## src/sv/igb_pkg.sv

```systemverilog
`timescale 1ns / 1ps
package igb_pkg;

  localparam int MAX_X_NODES = 32;
  localparam int MAX_Y_NODES = 32;
  localparam int XI_W        = $clog2(MAX_X_NODES);
  localparam int YI_W        = $clog2(MAX_Y_NODES);
  localparam int CELLS       = MAX_X_NODES * MAX_Y_NODES;
  localparam int CELL_W      = $clog2(CELLS);
  localparam int CNT_W       = 6;

  localparam logic [2:0] FUNC_LDX  = 3'd0;
  localparam logic [2:0] FUNC_LDY  = 3'd1;
  localparam logic [2:0] FUNC_ACC  = 3'd2;
  localparam logic [2:0] FUNC_READ = 3'd3;
  localparam logic [2:0] FUNC_CLR  = 3'd4;

  localparam logic CFG_X_USED = 1'b0;
  localparam logic CFG_Y_USED = 1'b1;

  typedef struct packed {
    logic [2:0]         func;
    logic [4:0]         node_index;
    logic signed [31:0] node_value;
    logic signed [31:0] point_x;
    logic signed [31:0] point_y;
    logic signed [31:0] point_z;
    logic [4:0]         cell_x;
    logic [4:0]         cell_y;
  } igb_in_t;

  typedef struct packed {
    logic signed [31:0] cell_value;
    logic               cell_empty;
  } igb_out_t;

  typedef logic [4:0] igb_op_t;

  localparam igb_op_t OP_NONE      = 5'd0;
  localparam igb_op_t OP_LATCH     = 5'd1;
  localparam igb_op_t OP_NODE_WR   = 5'd2;
  localparam igb_op_t OP_RD0       = 5'd3;
  localparam igb_op_t OP_RD1       = 5'd4;
  localparam igb_op_t OP_SPDIV     = 5'd5;
  localparam igb_op_t OP_MULQ      = 5'd6;
  localparam igb_op_t OP_SQ        = 5'd7;
  localparam igb_op_t OP_SCAN_INIT = 5'd8;
  localparam igb_op_t OP_SCAN      = 5'd9;
  localparam igb_op_t OP_MULB      = 5'd10;
  localparam igb_op_t OP_TDIV      = 5'd11;
  localparam igb_op_t OP_TADD      = 5'd12;
  localparam igb_op_t OP_WDIV      = 5'd13;
  localparam igb_op_t OP_ZDIV      = 5'd14;
  localparam igb_op_t OP_ACCRD     = 5'd15;
  localparam igb_op_t OP_ACCWR     = 5'd16;
  localparam igb_op_t OP_CRD       = 5'd17;
  localparam igb_op_t OP_CCHK      = 5'd18;
  localparam igb_op_t OP_OUT       = 5'd19;
  localparam igb_op_t OP_CLR       = 5'd20;

  typedef struct packed {
    igb_op_t op;
    logic    axis;
  } igb_cmd_t;

  typedef struct packed {
    logic [2:0] func;
    logic       div_done;
    logic       scan_done;
    logic       cell_empty;
    logic       out_free;
    logic       clr_last;
  } igb_stat_t;

  function automatic logic [31:0] abs_diff(logic signed [31:0] a, logic signed [31:0] b);
    logic signed [32:0] d;
    logic [32:0]        m;
    begin
      d = $signed({a[31], a}) - $signed({b[31], b});
      m = d[32] ? 33'(-d) : 33'(d);
      return m[31:0];
    end
  endfunction

endpackage

```

## src/sv/igb_ctrl.sv

```systemverilog
`timescale 1ns / 1ps
module igb_ctrl (
  input  logic               clk,
  input  logic               rst_n,
  input  logic               in_valid,
  output logic               in_ready,
  input  igb_pkg::igb_stat_t stat,
  output igb_pkg::igb_cmd_t  cmd
);
  import igb_pkg::*;

  localparam logic [4:0] S_CLR    = 5'd0;
  localparam logic [4:0] S_IDLE   = 5'd1;
  localparam logic [4:0] S_DISP   = 5'd2;
  localparam logic [4:0] S_SP0    = 5'd3;
  localparam logic [4:0] S_SP1    = 5'd4;
  localparam logic [4:0] S_SPDIV  = 5'd5;
  localparam logic [4:0] S_SPWAIT = 5'd6;
  localparam logic [4:0] S_SPMUL  = 5'd7;
  localparam logic [4:0] S_SPSQ   = 5'd8;
  localparam logic [4:0] S_SCAN0  = 5'd9;
  localparam logic [4:0] S_SCAN   = 5'd10;
  localparam logic [4:0] S_NRMUL  = 5'd11;
  localparam logic [4:0] S_NRDIV  = 5'd12;
  localparam logic [4:0] S_NRWAIT = 5'd13;
  localparam logic [4:0] S_NRADD  = 5'd14;
  localparam logic [4:0] S_WDIV   = 5'd15;
  localparam logic [4:0] S_WWAIT  = 5'd16;
  localparam logic [4:0] S_ZDIV   = 5'd17;
  localparam logic [4:0] S_ZWAIT  = 5'd18;
  localparam logic [4:0] S_ACCRD  = 5'd19;
  localparam logic [4:0] S_ACCWR  = 5'd20;
  localparam logic [4:0] S_CRD    = 5'd21;
  localparam logic [4:0] S_CCHK   = 5'd22;
  localparam logic [4:0] S_RWAIT  = 5'd23;
  localparam logic [4:0] S_RES    = 5'd24;

  logic [4:0] state_r, state_nxt;
  logic       axis_r, axis_nxt;

  always_comb begin
    state_nxt = state_r;
    axis_nxt  = axis_r;
    cmd.op    = OP_NONE;
    cmd.axis  = axis_r;
    in_ready  = 1'b0;
    unique case (state_r)
      S_CLR: begin
        cmd.op = OP_CLR;
        if (stat.clr_last) state_nxt = S_IDLE;
      end
      S_IDLE: begin
        in_ready = 1'b1;
        if (in_valid) begin
          cmd.op    = OP_LATCH;
          state_nxt = S_DISP;
        end
      end
      S_DISP: begin
        axis_nxt = 1'b0;
        unique case (stat.func)
          FUNC_LDX, FUNC_LDY: begin
            cmd.op    = OP_NODE_WR;
            state_nxt = S_IDLE;
          end
          FUNC_ACC:  state_nxt = S_SP0;
          FUNC_READ: state_nxt = S_CRD;
          FUNC_CLR:  state_nxt = S_CLR;
          default:   state_nxt = S_IDLE;
        endcase
      end
      S_SP0: begin
        cmd.op    = OP_RD0;
        state_nxt = S_SP1;
      end
      S_SP1: begin
        cmd.op    = OP_RD1;
        state_nxt = S_SPDIV;
      end
      S_SPDIV: begin
        cmd.op    = OP_SPDIV;
        state_nxt = S_SPWAIT;
      end
      S_SPWAIT: if (stat.div_done) state_nxt = S_SPMUL;
      S_SPMUL: begin
        cmd.op    = OP_MULQ;
        state_nxt = S_SPSQ;
      end
      S_SPSQ: begin
        cmd.op    = OP_SQ;
        state_nxt = S_SCAN0;
      end
      S_SCAN0: begin
        cmd.op    = OP_SCAN_INIT;
        state_nxt = S_SCAN;
      end
      S_SCAN: begin
        cmd.op = OP_SCAN;
        if (stat.scan_done) state_nxt = S_NRMUL;
      end
      S_NRMUL: begin
        cmd.op    = OP_MULB;
        state_nxt = S_NRDIV;
      end
      S_NRDIV: begin
        cmd.op    = OP_TDIV;
        state_nxt = S_NRWAIT;
      end
      S_NRWAIT: if (stat.div_done) state_nxt = S_NRADD;
      S_NRADD: begin
        cmd.op = OP_TADD;
        if (!axis_r) begin
          axis_nxt  = 1'b1;
          state_nxt = S_SP0;
        end else begin
          state_nxt = S_WDIV;
        end
      end
      S_WDIV: begin
        cmd.op    = OP_WDIV;
        state_nxt = S_WWAIT;
      end
      S_WWAIT: if (stat.div_done) state_nxt = S_ZDIV;
      S_ZDIV: begin
        cmd.op    = OP_ZDIV;
        state_nxt = S_ZWAIT;
      end
      S_ZWAIT: if (stat.div_done) state_nxt = S_ACCRD;
      S_ACCRD: begin
        cmd.op    = OP_ACCRD;
        state_nxt = S_ACCWR;
      end
      S_ACCWR: begin
        cmd.op    = OP_ACCWR;
        state_nxt = S_IDLE;
      end
      S_CRD: begin
        cmd.op    = OP_CRD;
        state_nxt = S_CCHK;
      end
      S_CCHK: begin
        cmd.op    = OP_CCHK;
        state_nxt = stat.cell_empty ? S_RES : S_RWAIT;
      end
      S_RWAIT: if (stat.div_done) state_nxt = S_RES;
      S_RES: begin
        if (stat.out_free) begin
          cmd.op    = OP_OUT;
          state_nxt = S_IDLE;
        end
      end
      default: state_nxt = S_IDLE;
    endcase
  end

  always_ff @(posedge clk) begin
    if (!rst_n) begin
      state_r <= S_CLR;
      axis_r  <= 1'b0;
    end else begin
      state_r <= state_nxt;
      axis_r  <= axis_nxt;
    end
  end

endmodule

```

## config.mk

```make
export PLATFORM = sky130hd
export DESIGN_NAME = igb_ctrl
export DESIGN_NICKNAME = d
export VERILOG_FILES = /design/src/sv/igb_pkg.sv /design/src/sv/igb_ctrl.sv
export SDC_FILE = /design/constraint.sdc
export NUM_CORES = 1
export LEC_CHECK = 0
export ABC_AREA = 1
export ABC_CLOCK_PERIOD_IN_PS = 2100
export BUFFER_PORTS_ARGS = -buffer_cell sky130_fd_sc_hd__buf_2
export CAP_MARGIN = 0
export CORE_AREA = 2 2 42 44
export DETAILED_ROUTE_END_ITERATION = 12
export DIE_AREA = 0 0 44 46
export PLACE_DENSITY = 0.76
export SLEW_MARGIN = 20
export SYNTH_ARGS = -nofsm -noshare
export SYNTH_HDL_FRONTEND = slang
export SYNTH_SLANG_ARGS = --single-unit
```

## constraint.sdc

```tcl
create_clock -name clk -period 2.1 [get_ports clk]
set_input_delay 0.315 -clock clk [delete_from_list [all_inputs] [get_ports clk]]
set_output_delay 0.315 -clock clk [all_outputs]
set_load 0.005 [all_outputs]
```

==> results.cfg <==
[outcome]
status = completed

[layout]
final_common_cell = nand2_1
multi_input_area_um2 = 597
final_cell_mix = 50 x nand2_1, 29 x nor2_1, 27 x nand3_1, 19 x inv_1, 17 x buf_2
final_nets = 198
drive_gt1_frac = 0.168
num-fill-cells = 179
antenna_cells = 0
syn_to_final_growth_pct = 13.3
seqCellArea_um2 = 123

[worst_setup_path]
crit_type = register to primary output
crit_chain = nor2_2, nand2_1, nor2_1, nor2_1, nand2_1, nor2_1, nand3_1, buf_2
path_depth = 8
reg2reg_from = state_r[0]
cpLargestDelayFamily = simple AND/OR/NAND/NOR gates
critPathCaptureType = primary output
crit_arrival_ns = 1.64
ff2ff_path_depth = 9
slowest_delay_ns = 0.51
crit_slowest_cell = dfxtp_1
timing.critical_path.mode_cell = nor2_1
crit_buf_inv = 1
critPathLaunchType = register
crit_path_start = state_r[1]
timing.reg2reg.setup_slack_ns = 0.45
worstPathRequired_ns = 1.78
crit_fanout = 8

[sta]
setup_tns_ns = 0
hold_viol_final = 0
worstMarginPinSlew_ns = 0.334
final_max_slew_viol_count = 0
setup_viol_count_final = 0
skew_ns = 0.000145
slew_headroom = 0.777
fmax_mhz = 511
period_needed_ns = 1.96
timing.final.crit_share = 0.931
rsz0062_at_grt = no

[floorplan]
die_y_um = 46
dieArea_um2 = 2020
rows = 15
core_area_um2 = 1610
die_x_um = 44
io_pins = 18
initial_core_util = 0.517

[run]
drv_cap = 0

[grt]
grt_pass1_vias = 1051
antenna_found_initial = 0
grt_max_degree = 13
grt_pass1_wl_um = 4330
grt_usage = 0.284
overflow = 0

[synthesis]
syn_nets = 180
syn_area_um2 = 835
synth_compound_area_frac = 0.130
synth_cell_types = 21
synth_area_per_cell_um2 = 4.94
synth_top_area_cell = nand2_1
synth_top_family_by_area = simple AND/OR/NAND/NOR gates
ys_ff_latch = 6
synth.yosys.seq_area_share = 0.144
synthAdderAreaFrac = 0
synth_cells = 169
synth_xor_area_frac = 0
yosys.area.top_type_share = 0.225
synthSimpleGateAreaFrac = 0.585
yosys-mux-area-fraction = 0
ys.warnings.count = 0
ys_top_cells_by_area = nand2_1 22%, nand3_1 16%, dfxtp_1 14%

[route]
viasPerCell = 5.86
drt_pass1_iterations = 4
first_iter_violations = 82
wl_per_cell_um = 13.0
ant_nets = 0
vias = 1183
drc = 0
wirelength_um = 2620

[min_path]
worstHoldPathCells = 3
hold_path.class = input pin to register
hp-start = rst_n

[clocking]
tritoncts = done
cts-buffers-inserted = 3
hold_buffers = 0
cts_buffer_depth = 2
clk_latency_ns = 0.23
htreeDepth = 1
cts_root_buf = clkbuf_4
path_clk_slew_ns = 0.04
cts_sinks = 6

[place]
portBuffers = 17
hpwlAfterDp_um = 2180
place.gp.congestion = 0.988

[power_and_ir_drop]
powerDensity_nw_per_um2 = 815
total_power_uw = 771
p_leak_nw = 0.543
irDropWorstVdd_mv = 0.525
-- cell type report --
type	count	share of cell area
clock buffer	3	0.0238
inverter	24	0.0952
tap	17	0.0225
multi-input combinational	134	0.631
sequential	6	0.130
timing repair buffer	18	0.0979
-- worst reg2reg max path: stages (launching register included) --
cell and delay, ns:
dfxtp_1 0.45, inv_2 0.16, nand2_1 0.15, nand2_1 0.16
nand2_1 0.13, nand3_1 0.07, nor2_1 0.14, o21ai_0 0.12
nand2_1 0.08, a21oi_1 0.05
-- synthesized netlist by cell type --
cell type	n
o2111ai_1	1
nand2_2	1
inv_2	4
nand2_1	50
a31oi_1	1
dfxtp_1	6
o22ai_1	1
nand4_1	2
buf_2	3
nand3b_1	2
a211oi_1	1
nor2_2	2
o211ai_1	2
nor2_1	29
nor3_1	2
clkbuf_2	1
buf_4	1
nand3_1	27
a21oi_1	8
o21ai_0	5
inv_1	20
-- registers in the layout, summed over array words and instances (netlist names) --
name and flops:
axis_r 1, state_r 5
-- what timing repair did --
action	4_1_cts	5_1_grt
setup endpoints to repair	1	1
buffers inserted	0	0
resized for setup	1	2
-- metrics by stage --
stage	cells	cell area, um^2	hold WS (ns)	setup slack, ns	util
6_report	202	946	0.398	0.145	0.586
5_1_grt	202	946	0.412	0.0105	0.586
4_1_cts	202	943	0.398	0.0422	0.584
3_5_place_dp	199	921	0.480	0.192	0.571
3_3_place_gp	199	921	0.476	0.145	0.571
2_1_floorplan	169	835	0.453	0.679	-
-- power breakdown --
part | internal [mW] | switching (mW)
Combinational | 0.169 | 0.328
Sequential | 0.134 | 0.0429
Clock | 0.0640 | 0.0323
-- cell families (layout without fill, tap and decap cells) --
| group | after synthesis | in the layout |
|---|---|---|
| AO/OA/AOI/OAI | 19 | 19 |
| buffers and inverters | 29 | 45 |
| flip-flops | 6 | 6 |
| AND/OR/NAND/NOR | 115 | 115 |
-- final timing paths --
path                end
max              cmd[2]
min          state_r[2]
max reg2reg  state_r[4]
min reg2reg      axis_r
-- layer usage --
metal,GRT usage,wire length (um),vias up
li1,-,-,579
met3,0.0595,243,10
met2,0.471,1230,75
met5,0,0,-
met4,0.145,85,0
met1,0.344,1070,519
Power figures use the tool's default switching activity.
